### config.mk
export PLATFORM = sky130hd
export DESIGN_NAME = output_mixing_matrix_core
export DESIGN_NICKNAME = d
export VERILOG_FILES = /design/src/hw/rtl/omm_pkg.sv /design/src/hw/rtl/output_mixing_matrix_core.sv /design/src/hw/rtl/omm_row_table.sv /design/src/hw/rtl/omm_mac.sv /design/src/hw/rtl/omm_post.sv
export SDC_FILE = /design/constraint.sdc
export NUM_CORES = 2
export LEC_CHECK = 0
export BUFFER_PORTS_ARGS = -buffer_cell sky130_fd_sc_hd__buf_2
export CAP_MARGIN = 0
export CORE_UTILIZATION = 45
export CTS_CLUSTER_DIAMETER = 100
export DETAILED_ROUTE_END_ITERATION = 10
export PLACE_DENSITY = 0.6
export SYNTH_ARGS = -nofsm -noshare
export SYNTH_HDL_FRONTEND = slang
export SYNTH_HIERARCHICAL = 1
export SYNTH_SLANG_ARGS = --single-unit
### constraint.sdc
create_clock -name clk -period 12.32 [get_ports clk]
set_clock_uncertainty 0.15 [all_clocks]
set_input_delay 2.464 -clock clk [delete_from_list [all_inputs] [get_ports clk]]
set_output_delay 2.464 -clock clk [all_outputs]
set_load 0.01 [all_outputs]
### src/hw/rtl/omm_pkg.sv
// Shared types, codes and constants of the output mixing matrix.
package omm_pkg;

    localparam int OUTPUT_COUNT_DEFAULT = 8;

    localparam int WEIGHT_W   = 8;
    localparam int CMD_W      = 16;
    localparam int PULSE_W    = 16;
    localparam int THROTTLE_W = 8;
    localparam int TAP_COUNT  = 5;

    // Signed difference of two pulse widths, also wide enough for the offset step.
    localparam int SPAN_W = PULSE_W + 1;
    localparam int PROD_W = SPAN_W + WEIGHT_W;
    // Worst-case row sum stays below 2**25 in magnitude.
    localparam int ACC_W  = 26;
    localparam int MIX_SHIFT = 5;
    localparam int MIX_W  = ACC_W - MIX_SHIFT + 1;

    // Offset step is span * 32 / 50, done as span * ceil(2**21 * 0.64) >> 21.
    // The excess of the reciprocal stays below 1/25 over the whole 16-bit span.
    localparam int             STEP_SHIFT = 21;
    localparam int             RECIP_W    = 21;
    localparam logic [RECIP_W-1:0] STEP_RECIP = 21'd1342178;

    typedef logic [1:0] opcode_t;
    localparam opcode_t OP_WRITE    = 2'd0;
    localparam opcode_t OP_RUN_IDLE = 2'd1;
    localparam opcode_t OP_RUN_LIVE = 2'd2;

    typedef logic [1:0] kind_t;
    localparam kind_t KIND_MOTOR = 2'd1;
    localparam kind_t KIND_SERVO = 2'd2;

    typedef logic [2:0] reg_index_t;
    localparam reg_index_t REG_PULSE_LOW    = 3'd0;
    localparam reg_index_t REG_PULSE_MID    = 3'd1;
    localparam reg_index_t REG_PULSE_MIN    = 3'd2;
    localparam reg_index_t REG_PULSE_MAX    = 3'd3;
    localparam reg_index_t REG_MIN_THROTTLE = 3'd4;

    localparam logic [PULSE_W-1:0]    PULSE_LOW_RESET    = 16'd1000;
    localparam logic [PULSE_W-1:0]    PULSE_MID_RESET    = 16'd1500;
    localparam logic [PULSE_W-1:0]    PULSE_MIN_RESET    = 16'd900;
    localparam logic [PULSE_W-1:0]    PULSE_MAX_RESET    = 16'd2100;
    localparam logic [THROTTLE_W-1:0] MIN_THROTTLE_RESET = 8'd0;

    typedef logic [2:0] tap_t;
    localparam tap_t TAP_STEP = 3'd4;

    // Weights in order roll, pitch, yaw, lift, offset.
    typedef struct packed {
        logic [TAP_COUNT-1:0][WEIGHT_W-1:0] weights;
        kind_t                              kind;
    } row_t;

    typedef struct packed {
        logic en;
        logic first;
    } mac_ctl_t;

    typedef struct packed {
        logic [PULSE_W-1:0] low;
        logic [PULSE_W-1:0] min;
        logic [PULSE_W-1:0] max;
    } clamp_cfg_t;

    typedef enum logic [1:0] {
        ST_IDLE,
        ST_PREP,
        ST_MAC,
        ST_OUT
    } state_t;

endpackage

### src/hw/rtl/output_mixing_matrix_core.sv
// Output mixing matrix: row table, sequencer and output register.
//
// Input stream (s_axis): tuser carries the opcode. A write transaction stores
// the weights and kind of one row; a write to a row index of OUTPUT_COUNT or more and
// the spare opcode are dropped. A compute transaction carries the four
// commands and yields one result per row, in row order, on m_axis with
// tlast on the final row.
// Configuration (cfg_*): always ready, one register per transaction; write
// only while no compute transaction is in flight.
// Sequence: a compute transaction first takes a setup step for the offset
// step, then per row a multiply-accumulate step for each of the four
// commands and the offset on the single shared multiply-accumulate unit
// and a final step to clamp, gate and load the output register.
// s_axis_tready stays low until the last row has been loaded.
// A stalled receiver holds the output register; the sequencer waits in its
// output step until the register frees up, so nothing is lost.
// Reset clears the row table (all rows unused, weights zero), loads the
// default pulse settings and empties the output register.
module output_mixing_matrix_core
    import omm_pkg::*;
#(
    parameter int OUTPUT_COUNT = OUTPUT_COUNT_DEFAULT
)
(
    input  logic         clk,
    input  logic         rst_n,
    input  logic         s_axis_tvalid,
    output logic         s_axis_tready,
    // [2:0] row_index, [10:3] roll_weight, [18:11] pitch_weight,
    // [26:19] yaw_weight, [34:27] lift_weight, [42:35] offset_weight,
    // [44:43] row_kind, [60:45] roll_cmd, [76:61] pitch_cmd,
    // [92:77] yaw_cmd, [108:93] lift_cmd, [111:109] zero
    input  logic [111:0] s_axis_tdata,
    // [1:0] opcode
    input  logic [1:0]   s_axis_tuser,
    output logic         m_axis_tvalid,
    input  logic         m_axis_tready,
    // [2:0] channel, [18:3] pulse_width, [23:19] zero
    output logic [23:0]  m_axis_tdata,
    output logic         m_axis_tlast,
    input  logic         cfg_valid,
    output logic         cfg_ready,
    input  reg_index_t   cfg_index,
    input  logic [15:0]  cfg_data
);

    localparam int ROW_W = (OUTPUT_COUNT > 1) ? $clog2(OUTPUT_COUNT) : 1;

    // Configuration registers.
    logic [PULSE_W-1:0]    pulse_low_reg;
    logic [PULSE_W-1:0]    pulse_mid_reg;
    logic [PULSE_W-1:0]    pulse_min_reg;
    logic [PULSE_W-1:0]    pulse_max_reg;
    logic [THROTTLE_W-1:0] min_throttle_reg;

    // Fields of the input transaction.
    opcode_t                   in_op;
    logic [2:0]                in_row_index;
    row_t                      in_row;
    logic [3:0][CMD_W-1:0]     in_cmds;
    logic                      in_accept;
    logic                      in_run;

    // Sequencer state.
    state_t                    state_reg;
    state_t                    state_next;
    logic [ROW_W-1:0]          row_reg;
    tap_t                      tap_reg;
    logic                      live_reg;
    logic [3:0][CMD_W-1:0]     cmd_reg;
    logic signed [SPAN_W-1:0]  span_reg;
    logic [PULSE_W-1:0]        span_mag_reg;
    logic                      span_neg_reg;
    logic signed [SPAN_W-1:0]  step_reg;
    logic [PULSE_W-1:0]        floor_reg;

    logic signed [SPAN_W-1:0]  span_full;
    logic [SPAN_W-1:0]         floor_sum;
    logic [PULSE_W+RECIP_W-1:0] step_prod;
    logic [PULSE_W-1:0]        step_mag;
    logic signed [SPAN_W-1:0]  step_next;

    // Datapath links.
    row_t                      cur_row;
    mac_ctl_t                  mac_ctl;
    logic signed [SPAN_W-1:0]  mac_bias;
    logic signed [SPAN_W-1:0]  mac_opnd;
    logic signed [WEIGHT_W-1:0] mac_weight;
    logic signed [ACC_W-1:0]   acc;
    clamp_cfg_t                clamp_cfg;
    logic [PULSE_W-1:0]        row_pulse;

    // Output register.
    logic                      out_valid_reg;
    logic [2:0]                out_channel_reg;
    logic [PULSE_W-1:0]        out_pulse_reg;
    logic                      out_last_reg;
    logic                      out_free;
    logic                      out_load;
    logic                      row_is_last;
    logic [4:0]                row_ext;

    logic                      wr_en;
    logic [ROW_W-1:0]          wr_idx;

    assign in_op              = s_axis_tuser;
    assign in_row_index       = s_axis_tdata[2:0];
    assign in_row.weights[0]  = s_axis_tdata[10:3];
    assign in_row.weights[1]  = s_axis_tdata[18:11];
    assign in_row.weights[2]  = s_axis_tdata[26:19];
    assign in_row.weights[3]  = s_axis_tdata[34:27];
    assign in_row.weights[4]  = s_axis_tdata[42:35];
    assign in_row.kind        = s_axis_tdata[44:43];
    assign in_cmds[0]         = s_axis_tdata[60:45];
    assign in_cmds[1]         = s_axis_tdata[76:61];
    assign in_cmds[2]         = s_axis_tdata[92:77];
    assign in_cmds[3]         = s_axis_tdata[108:93];

    assign in_accept = s_axis_tvalid && s_axis_tready;
    assign in_run    = (in_op == OP_RUN_IDLE) || (in_op == OP_RUN_LIVE);
    assign wr_en     = in_accept && (in_op == OP_WRITE)
                       && (32'(in_row_index) < OUTPUT_COUNT);
    assign wr_idx    = ROW_W'(in_row_index);

    // Configuration port.
    assign cfg_ready = 1'b1;

    always_ff @(posedge clk or negedge rst_n)
    begin
        if (!rst_n)
        begin
            pulse_low_reg    <= PULSE_LOW_RESET;
            pulse_mid_reg    <= PULSE_MID_RESET;
            pulse_min_reg    <= PULSE_MIN_RESET;
            pulse_max_reg    <= PULSE_MAX_RESET;
            min_throttle_reg <= MIN_THROTTLE_RESET;
        end
        else if (cfg_valid && cfg_ready)
        begin
            case (cfg_index)
                REG_PULSE_LOW:    pulse_low_reg    <= cfg_data;
                REG_PULSE_MID:    pulse_mid_reg    <= cfg_data;
                REG_PULSE_MIN:    pulse_min_reg    <= cfg_data;
                REG_PULSE_MAX:    pulse_max_reg    <= cfg_data;
                REG_MIN_THROTTLE: min_throttle_reg <= cfg_data[THROTTLE_W-1:0];
                default:          ;
            endcase
        end
    end

    // Per-run values taken when the compute transaction is accepted.
    assign span_full = $signed({1'b0, pulse_mid_reg}) - $signed({1'b0, pulse_low_reg});
    assign floor_sum = {1'b0, pulse_low_reg}
                       + SPAN_W'({min_throttle_reg, 3'b000})
                       + SPAN_W'({min_throttle_reg, 1'b0});

    // Offset step magnitude through the reciprocal, sign restored afterwards.
    assign step_prod = span_mag_reg * STEP_RECIP;
    assign step_mag  = step_prod[STEP_SHIFT +: PULSE_W];
    assign step_next = span_neg_reg ? -$signed({1'b0, step_mag}) : $signed({1'b0, step_mag});

    always_ff @(posedge clk)
    begin
        if (in_accept && in_run)
        begin
            live_reg     <= (in_op == OP_RUN_LIVE);
            cmd_reg      <= in_cmds;
            span_reg     <= span_full;
            span_neg_reg <= span_full[SPAN_W-1];
            span_mag_reg <= span_full[SPAN_W-1] ? PULSE_W'(-span_full)
                                                : span_full[PULSE_W-1:0];
            floor_reg    <= floor_sum[SPAN_W-1] ? {PULSE_W{1'b1}} : floor_sum[PULSE_W-1:0];
        end
        if (state_reg == ST_PREP)
        begin
            step_reg <= step_next;
        end
    end

    assign row_is_last = (row_reg == ROW_W'(OUTPUT_COUNT - 1));
    assign out_free    = !out_valid_reg || m_axis_tready;

    // Next-state logic.
    always_comb
    begin
        state_next = state_reg;
        case (state_reg)
            ST_IDLE:
            begin
                if (in_accept && in_run)
                begin
                    state_next = ST_PREP;
                end
            end
            ST_PREP:
            begin
                state_next = ST_MAC;
            end
            ST_MAC:
            begin
                if (tap_reg == TAP_STEP)
                begin
                    state_next = ST_OUT;
                end
            end
            ST_OUT:
            begin
                if (out_free)
                begin
                    state_next = row_is_last ? ST_IDLE : ST_MAC;
                end
            end
            default:
            begin
                state_next = ST_IDLE;
            end
        endcase
    end

    // Control outputs of the sequencer.
    always_comb
    begin
        s_axis_tready = 1'b0;
        mac_ctl       = '0;
        out_load      = 1'b0;
        case (state_reg)
            ST_IDLE:
            begin
                s_axis_tready = 1'b1;
            end
            ST_MAC:
            begin
                mac_ctl.en    = 1'b1;
                mac_ctl.first = (tap_reg == '0);
            end
            ST_OUT:
            begin
                out_load = out_free;
            end
            default:
            begin
                s_axis_tready = 1'b0;
            end
        endcase
    end

    always_ff @(posedge clk or negedge rst_n)
    begin
        if (!rst_n)
        begin
            state_reg <= ST_IDLE;
            row_reg   <= '0;
            tap_reg   <= '0;
        end
        else
        begin
            state_reg <= state_next;
            case (state_reg)
                ST_PREP:
                begin
                    row_reg <= '0;
                    tap_reg <= '0;
                end
                ST_MAC:
                begin
                    tap_reg <= (tap_reg == TAP_STEP) ? '0 : tap_reg + 3'd1;
                end
                ST_OUT:
                begin
                    if (out_free && !row_is_last)
                    begin
                        row_reg <= row_reg + 1'b1;
                    end
                end
                default:
                begin
                    tap_reg <= '0;
                end
            endcase
        end
    end

    omm_row_table #(
        .OUTPUT_COUNT (OUTPUT_COUNT),
        .ROW_W        (ROW_W)
    ) u_row_table (
        .clk    (clk),
        .rst_n  (rst_n),
        .wr_en  (wr_en),
        .wr_idx (wr_idx),
        .wr_row (in_row),
        .rd_idx (row_reg),
        .rd_row (cur_row)
    );

    // Operand selection for the shared multiply-accumulate unit.
    always_comb
    begin
        case (tap_reg)
            3'd0:    mac_opnd = SPAN_W'($signed(cmd_reg[0]));
            3'd1:    mac_opnd = SPAN_W'($signed(cmd_reg[1]));
            3'd2:    mac_opnd = SPAN_W'($signed(cmd_reg[2]));
            3'd3:    mac_opnd = SPAN_W'($signed(cmd_reg[3]));
            default: mac_opnd = step_reg;
        endcase
    end

    assign mac_weight = (tap_reg == TAP_STEP) ? $signed(cur_row.weights[4])
                                              : $signed(cur_row.weights[tap_reg[1:0]]);
    assign mac_bias   = (cur_row.kind == KIND_SERVO) ? span_reg : '0;

    omm_mac u_mac (
        .clk    (clk),
        .ctl    (mac_ctl),
        .bias   (mac_bias),
        .opnd   (mac_opnd),
        .weight (mac_weight),
        .acc    (acc)
    );

    assign clamp_cfg.low = pulse_low_reg;
    assign clamp_cfg.min = pulse_min_reg;
    assign clamp_cfg.max = pulse_max_reg;

    omm_post u_post (
        .acc         (acc),
        .cfg         (clamp_cfg),
        .floor_pulse (floor_reg),
        .kind        (cur_row.kind),
        .live        (live_reg),
        .pulse       (row_pulse)
    );

    // Output register.
    assign row_ext = 5'(row_reg);

    always_ff @(posedge clk or negedge rst_n)
    begin
        if (!rst_n)
        begin
            out_valid_reg <= 1'b0;
        end
        else if (out_load)
        begin
            out_valid_reg <= 1'b1;
        end
        else if (m_axis_tready)
        begin
            out_valid_reg <= 1'b0;
        end
    end

    always_ff @(posedge clk)
    begin
        if (out_load)
        begin
            out_channel_reg <= row_ext[2:0];
            out_pulse_reg   <= row_pulse;
            out_last_reg    <= row_is_last;
        end
    end

    assign m_axis_tvalid = out_valid_reg;
    assign m_axis_tdata  = {5'b00000, out_pulse_reg, out_channel_reg};
    assign m_axis_tlast  = out_last_reg;

`ifndef SYNTH
    a_last_channel: assert property (@(posedge clk) disable iff (!rst_n)
        m_axis_tvalid && m_axis_tlast |-> m_axis_tdata[2:0] == 3'(OUTPUT_COUNT - 1))
        else $error("tlast on a channel other than the final row");

    a_tap_bound: assert property (@(posedge clk) disable iff (!rst_n)
        tap_reg <= TAP_STEP)
        else $error("tap counter ran past the offset tap");

    a_run_start: assert property (@(posedge clk) disable iff (!rst_n)
        in_accept && in_run |=> state_reg == ST_PREP && row_reg == $past(row_reg))
        else $error("compute transaction did not start the setup step");

    a_load_in_out: assert property (@(posedge clk) disable iff (!rst_n)
        out_load |-> state_reg == ST_OUT && $past(state_reg) != ST_IDLE)
        else $error("output register loaded outside the output step");
`endif

endmodule

### src/hw/rtl/omm_row_table.sv
// Row table: one weight set and kind per output row, cleared at reset.
module omm_row_table
    import omm_pkg::*;
#(
    parameter int OUTPUT_COUNT = OUTPUT_COUNT_DEFAULT,
    parameter int ROW_W = (OUTPUT_COUNT > 1) ? $clog2(OUTPUT_COUNT) : 1
)
(
    input  logic             clk,
    input  logic             rst_n,
    input  logic             wr_en,
    input  logic [ROW_W-1:0] wr_idx,
    input  row_t             wr_row,
    input  logic [ROW_W-1:0] rd_idx,
    output row_t             rd_row
);

    row_t rows_reg [OUTPUT_COUNT];

    always_ff @(posedge clk or negedge rst_n)
    begin
        if (!rst_n)
        begin
            for (int i = 0; i < OUTPUT_COUNT; i++)
            begin
                rows_reg[i] <= '0;
            end
        end
        else if (wr_en)
        begin
            rows_reg[wr_idx] <= wr_row;
        end
    end

    assign rd_row = rows_reg[rd_idx];

endmodule

### src/hw/rtl/omm_mac.sv
// Shared multiply-accumulate unit that builds one row sum from the bias and the products.
module omm_mac
    import omm_pkg::*;
(
    input  logic                     clk,
    input  mac_ctl_t                 ctl,
    input  logic signed [SPAN_W-1:0] bias,
    input  logic signed [SPAN_W-1:0] opnd,
    input  logic signed [WEIGHT_W-1:0] weight,
    output logic signed [ACC_W-1:0]  acc
);

    logic signed [PROD_W-1:0] prod;
    logic signed [ACC_W-1:0]  acc_reg;
    logic signed [ACC_W-1:0]  acc_next;

    assign prod = opnd * weight;

    always_comb
    begin
        if (ctl.first)
        begin
            acc_next = ACC_W'(bias) + ACC_W'(prod);
        end
        else
        begin
            acc_next = acc_reg + ACC_W'(prod);
        end
    end

    always_ff @(posedge clk)
    begin
        if (ctl.en)
        begin
            acc_reg <= acc_next;
        end
    end

    assign acc = acc_reg;

endmodule

### src/hw/rtl/omm_post.sv
// Scaling, clamping and gating of one finished row sum into a pulse width.
module omm_post
    import omm_pkg::*;
(
    input  logic signed [ACC_W-1:0] acc,
    input  clamp_cfg_t              cfg,
    input  logic [PULSE_W-1:0]      floor_pulse,
    input  kind_t                   kind,
    input  logic                    live,
    output logic [PULSE_W-1:0]      pulse
);

    logic signed [MIX_W-1:0] shifted;
    logic signed [MIX_W-1:0] mix;
    logic signed [MIX_W-1:0] lo_ext;
    logic signed [MIX_W-1:0] hi_ext;
    logic [PULSE_W-1:0]      clamped;

    // An arithmetic shift of a two's complement sum rounds toward minus infinity.
    assign shifted = MIX_W'($signed(acc[ACC_W-1:MIX_SHIFT]));
    assign mix     = shifted + $signed({{(MIX_W-PULSE_W){1'b0}}, cfg.low});
    assign lo_ext  = $signed({{(MIX_W-PULSE_W){1'b0}}, cfg.min});
    assign hi_ext  = $signed({{(MIX_W-PULSE_W){1'b0}}, cfg.max});

    always_comb
    begin
        if (mix < lo_ext)
        begin
            clamped = cfg.min;
        end
        else if (mix > hi_ext)
        begin
            clamped = cfg.max;
        end
        else
        begin
            clamped = mix[PULSE_W-1:0];
        end
    end

    always_comb
    begin
        case (kind)
            KIND_SERVO:
            begin
                pulse = clamped;
            end
            KIND_MOTOR:
            begin
                if (!live)
                begin
                    pulse = cfg.low;
                end
                else if (clamped > floor_pulse)
                begin
                    pulse = clamped;
                end
                else
                begin
                    pulse = floor_pulse;
                end
            end
            default:
            begin
                pulse = '0;
            end
        endcase
    end

endmodule

==> out/results.ini <==
[floorplan]
initial_core_util_pct = 45.3
std_cell_rows = 111
core_um2 = 91500
die_area_um2 = 93400
die_y_um = 306
io_pins = 166
dieWidth_um = 306

[setup_path]
crit_path_end_kind = flip-flop
crit_start = row_reg[0]
worst-path-buf-inv = 4
required_ns = 12.53
critPathArrivalTime_ns = 10.16
cpLargestDelayFamily = adder cells
critPathMaxFanout = 45
r2r_cells = 29
cp_slowest_cell = dfrtp_4
r2r-start = row_reg[0]
cp_slowest_stage_delay_ns = 1.02
path_class = flip-flop to flip-flop
crit_cells = 29
worst_path_most_repeated_cell = fa_1
worst_setup_path_start_kind = flip-flop

[placement]
io_buffers = 156
place.detailed.hpwl_um = 70500
post-place-ws_ns = 2.34
gp_congestion = 0.867
place_area_um2 = 43400

[cts]
clockBufferDepth = 3
cts_sinks = 593
cts_setup_buffers = 0
cts_root_buf = clkbuf_16
cts_tree = done
cts_buffers = 67
postCtsResizedCells = 0
clkLatencyLatePin_ns = 0.63
clk_pin_slew_ns = 0.07
htree_levels = 3
cts_hold_buf = 0

[global_routing]
grt_usage_pct = 21.9
grt_pass1_vias = 27878
grt_max_degree = 177
globalRoute.totalOverflow = 0
grt_antenna_before_repair = 15
grt_pass1_wl_um = 158000

[sta]
slew_violations = 0
slew_headroom_pct = 14.9
timing.hold.ws_ns = 0.328
setup_viol = 0
fin_tns_setup_ns = 0
timing.fmax_ghz = 0.101
hold_viol = 0
rsz0062_at_grt = no
period_needed_ns = 9.95
tightestPinTransition_ns = 1.28
post-route-period-util_pct = 80.7
setup_slack_ns = 2.37

[yosys]
synthFlopType = dfrtp_1
syn_avg_cell_area_um2 = 12.0
yosysWarnings = 6
synth_edf_count = 176
ys_ff_latch = 593
synth_area_um2 = 41500
synth_seq_area_share_pct = 37.9
ys_types = 101
synth-async-reset-ratio_pct = 70.3
syn-instance-count = 3465

[detailed_routing]
ant_nets = 0
viasPerCell = 5.47
drcViolationCount = 0
firstDrtPassIters = 5
drtIter0Drc = 1469
vias = 26473
drt-total-wl_um = 100000
wl_per_cell_um = 20.7

[finish]
syn2layout_area_growth_pct = 10.2
largest_reg_flops = 336
nFillCells = 8146
nets = 4271
post-route-cell-area_um2 = 45700
final_util_pct = 50.0
layout-drive-gt1-share_pct = 21.2

[outcome]
outcome = completed

[job]
cap_violations = 0

[power]
power.leakage_nw = 22.0
peakVddDrop_uv = 264
powerDensity_nw_per_um2 = 267

[worst_hold_path]
holdPathStages = 1
hold_class = flip-flop to flip-flop
hold_path.startpoint = u_row_table/rows_reg[147]

[metrics by stage]
stage	power [mW]	std cells
2_1_floorplan	8.19	3469
3_3_place_gp	10.1	4713
3_5_place_dp	10.2	4713
4_1_cts	12.3	4837
5_1_grt	13.3	4838
6_report	12.2	4839
[where the power goes]
part / total, mW / switching (mW) / internal [mW]
logic: 7.27 / 4.44 / 2.83
registers: 2.85 / 0.310 / 2.54
clock network: 2.08 / 0.851 / 1.23
total: 12.2 / 5.60 / 6.60
[worst register-to-register path, delay by kind of cell, from the launching register on]
| family | cells | cell delay, ns |
|---|---|---|
| AOI/OAI and AO/OA | 10 | 2.09 |
| adders and majority gates | 6 | 2.78 |
| xor gates and xnor gates | 2 | 0.33 |
| buffers and inverters | 4 | 1.05 |
| muxes | 4 | 1.69 |
| DFF | 1 | 1.02 |
| and+or+nand+nor | 3 | 0.55 |
[cells in the final DEF, fill, tap and decap left out, drive strengths merged, types with 47 or more instances in the layout]
| master | n |
|---|---|
| a21oi | 119 |
| a22oi | 47 |
| and2 | 130 |
| buf | 184 |
| clkbuf | 96 |
| dfrtp | 396 |
| edfxtp | 176 |
| fa | 217 |
| ha | 320 |
| inv | 479 |
| mux2 | 473 |
| mux4 | 92 |
| nand2 | 126 |
| nor2 | 85 |
| o21ai | 99 |
| xnor2 | 88 |
[final cells by class]
cell class              count  area [um2]  area share (%)
diodes                      2        5.00          0.0109
clock buffers              96        1960            4.28
clock inverters            28         357           0.780
inverters                 472        1770            3.88
multi-input cells        2278       23400            51.1
flip-flops and latches    593       15800            34.5
well taps                1186        1480            3.25
repair buffers            184        1030            2.24
[path summary, 6_finish.rpt]
check	to	slack [ns]
setup / recovery	u_mac/acc[24]	2.37
setup reg to reg	u_mac/acc[24]	2.37
max in group asynchronous	tap_reg[2]	7.91
hold reg to reg	u_row_table/rows_reg[147]	0.33
min in group asynchronous	pulse_max_reg[3]	1.75
hold / removal	u_row_table/rows_reg[147]	0.33
[cells by family (layout without fill, tap and decap cells)]
group,Yosys count,after routing,share of synthesized area [%]
flops,593,593,37.9
compound gates,497,497,8.15
fa+ha+maj,537,537,20.1
xor+xnor,121,121,2.59
buf+inv,598,780,5.96
other cells,2,8,0.0181
simple gates,529,529,6.78
mux,588,588,18.4
[per-layer routing]
layer,part of all wire (%),vias to the layer above,wire (um),GRT usage (%)
li1,-,12412,-,-
met2,49,422,49000,37.0
met4,2.5,22,2490,6.43
met3,3.9,145,3910,3.38
met1,44,13472,44500,29.0
met5,0.14,-,143,0
[cell usage after synthesis (19+ instances only)]
cell type	count	area share, %
buf_2	32	0.39
buf_4	23	0.42
ha_1	320	9.6
a22oi_1	47	0.85
dfrtp_1	396	24
nand4_1	21	0.32
nand2_1	125	1.1
xor2_1	32	0.68
mux2_2	306	8.3
o31ai_1	23	0.42
a21o_1	40	0.72
edfxtp_1	176	13
clkbuf_1	55	0.50
fa_1	217	10
nor2b_1	29	0.44
mux2_1	160	4.3
nand3_1	33	0.40
mux4_2	92	5.0
o21bai_1	19	0.34
a31oi_1	27	0.41
and2_1	130	2.0
inv_1	472	4.3
nor2_1	83	0.75
nand2b_1	23	0.35
mux2i_1	23	0.55
xnor2_1	88	1.9
nor3_1	27	0.33
dfstp_2	21	1.3
o21ai_0	82	0.99
a21oi_1	114	1.4
No activity file was read; power rests on OpenSTA's default activity.
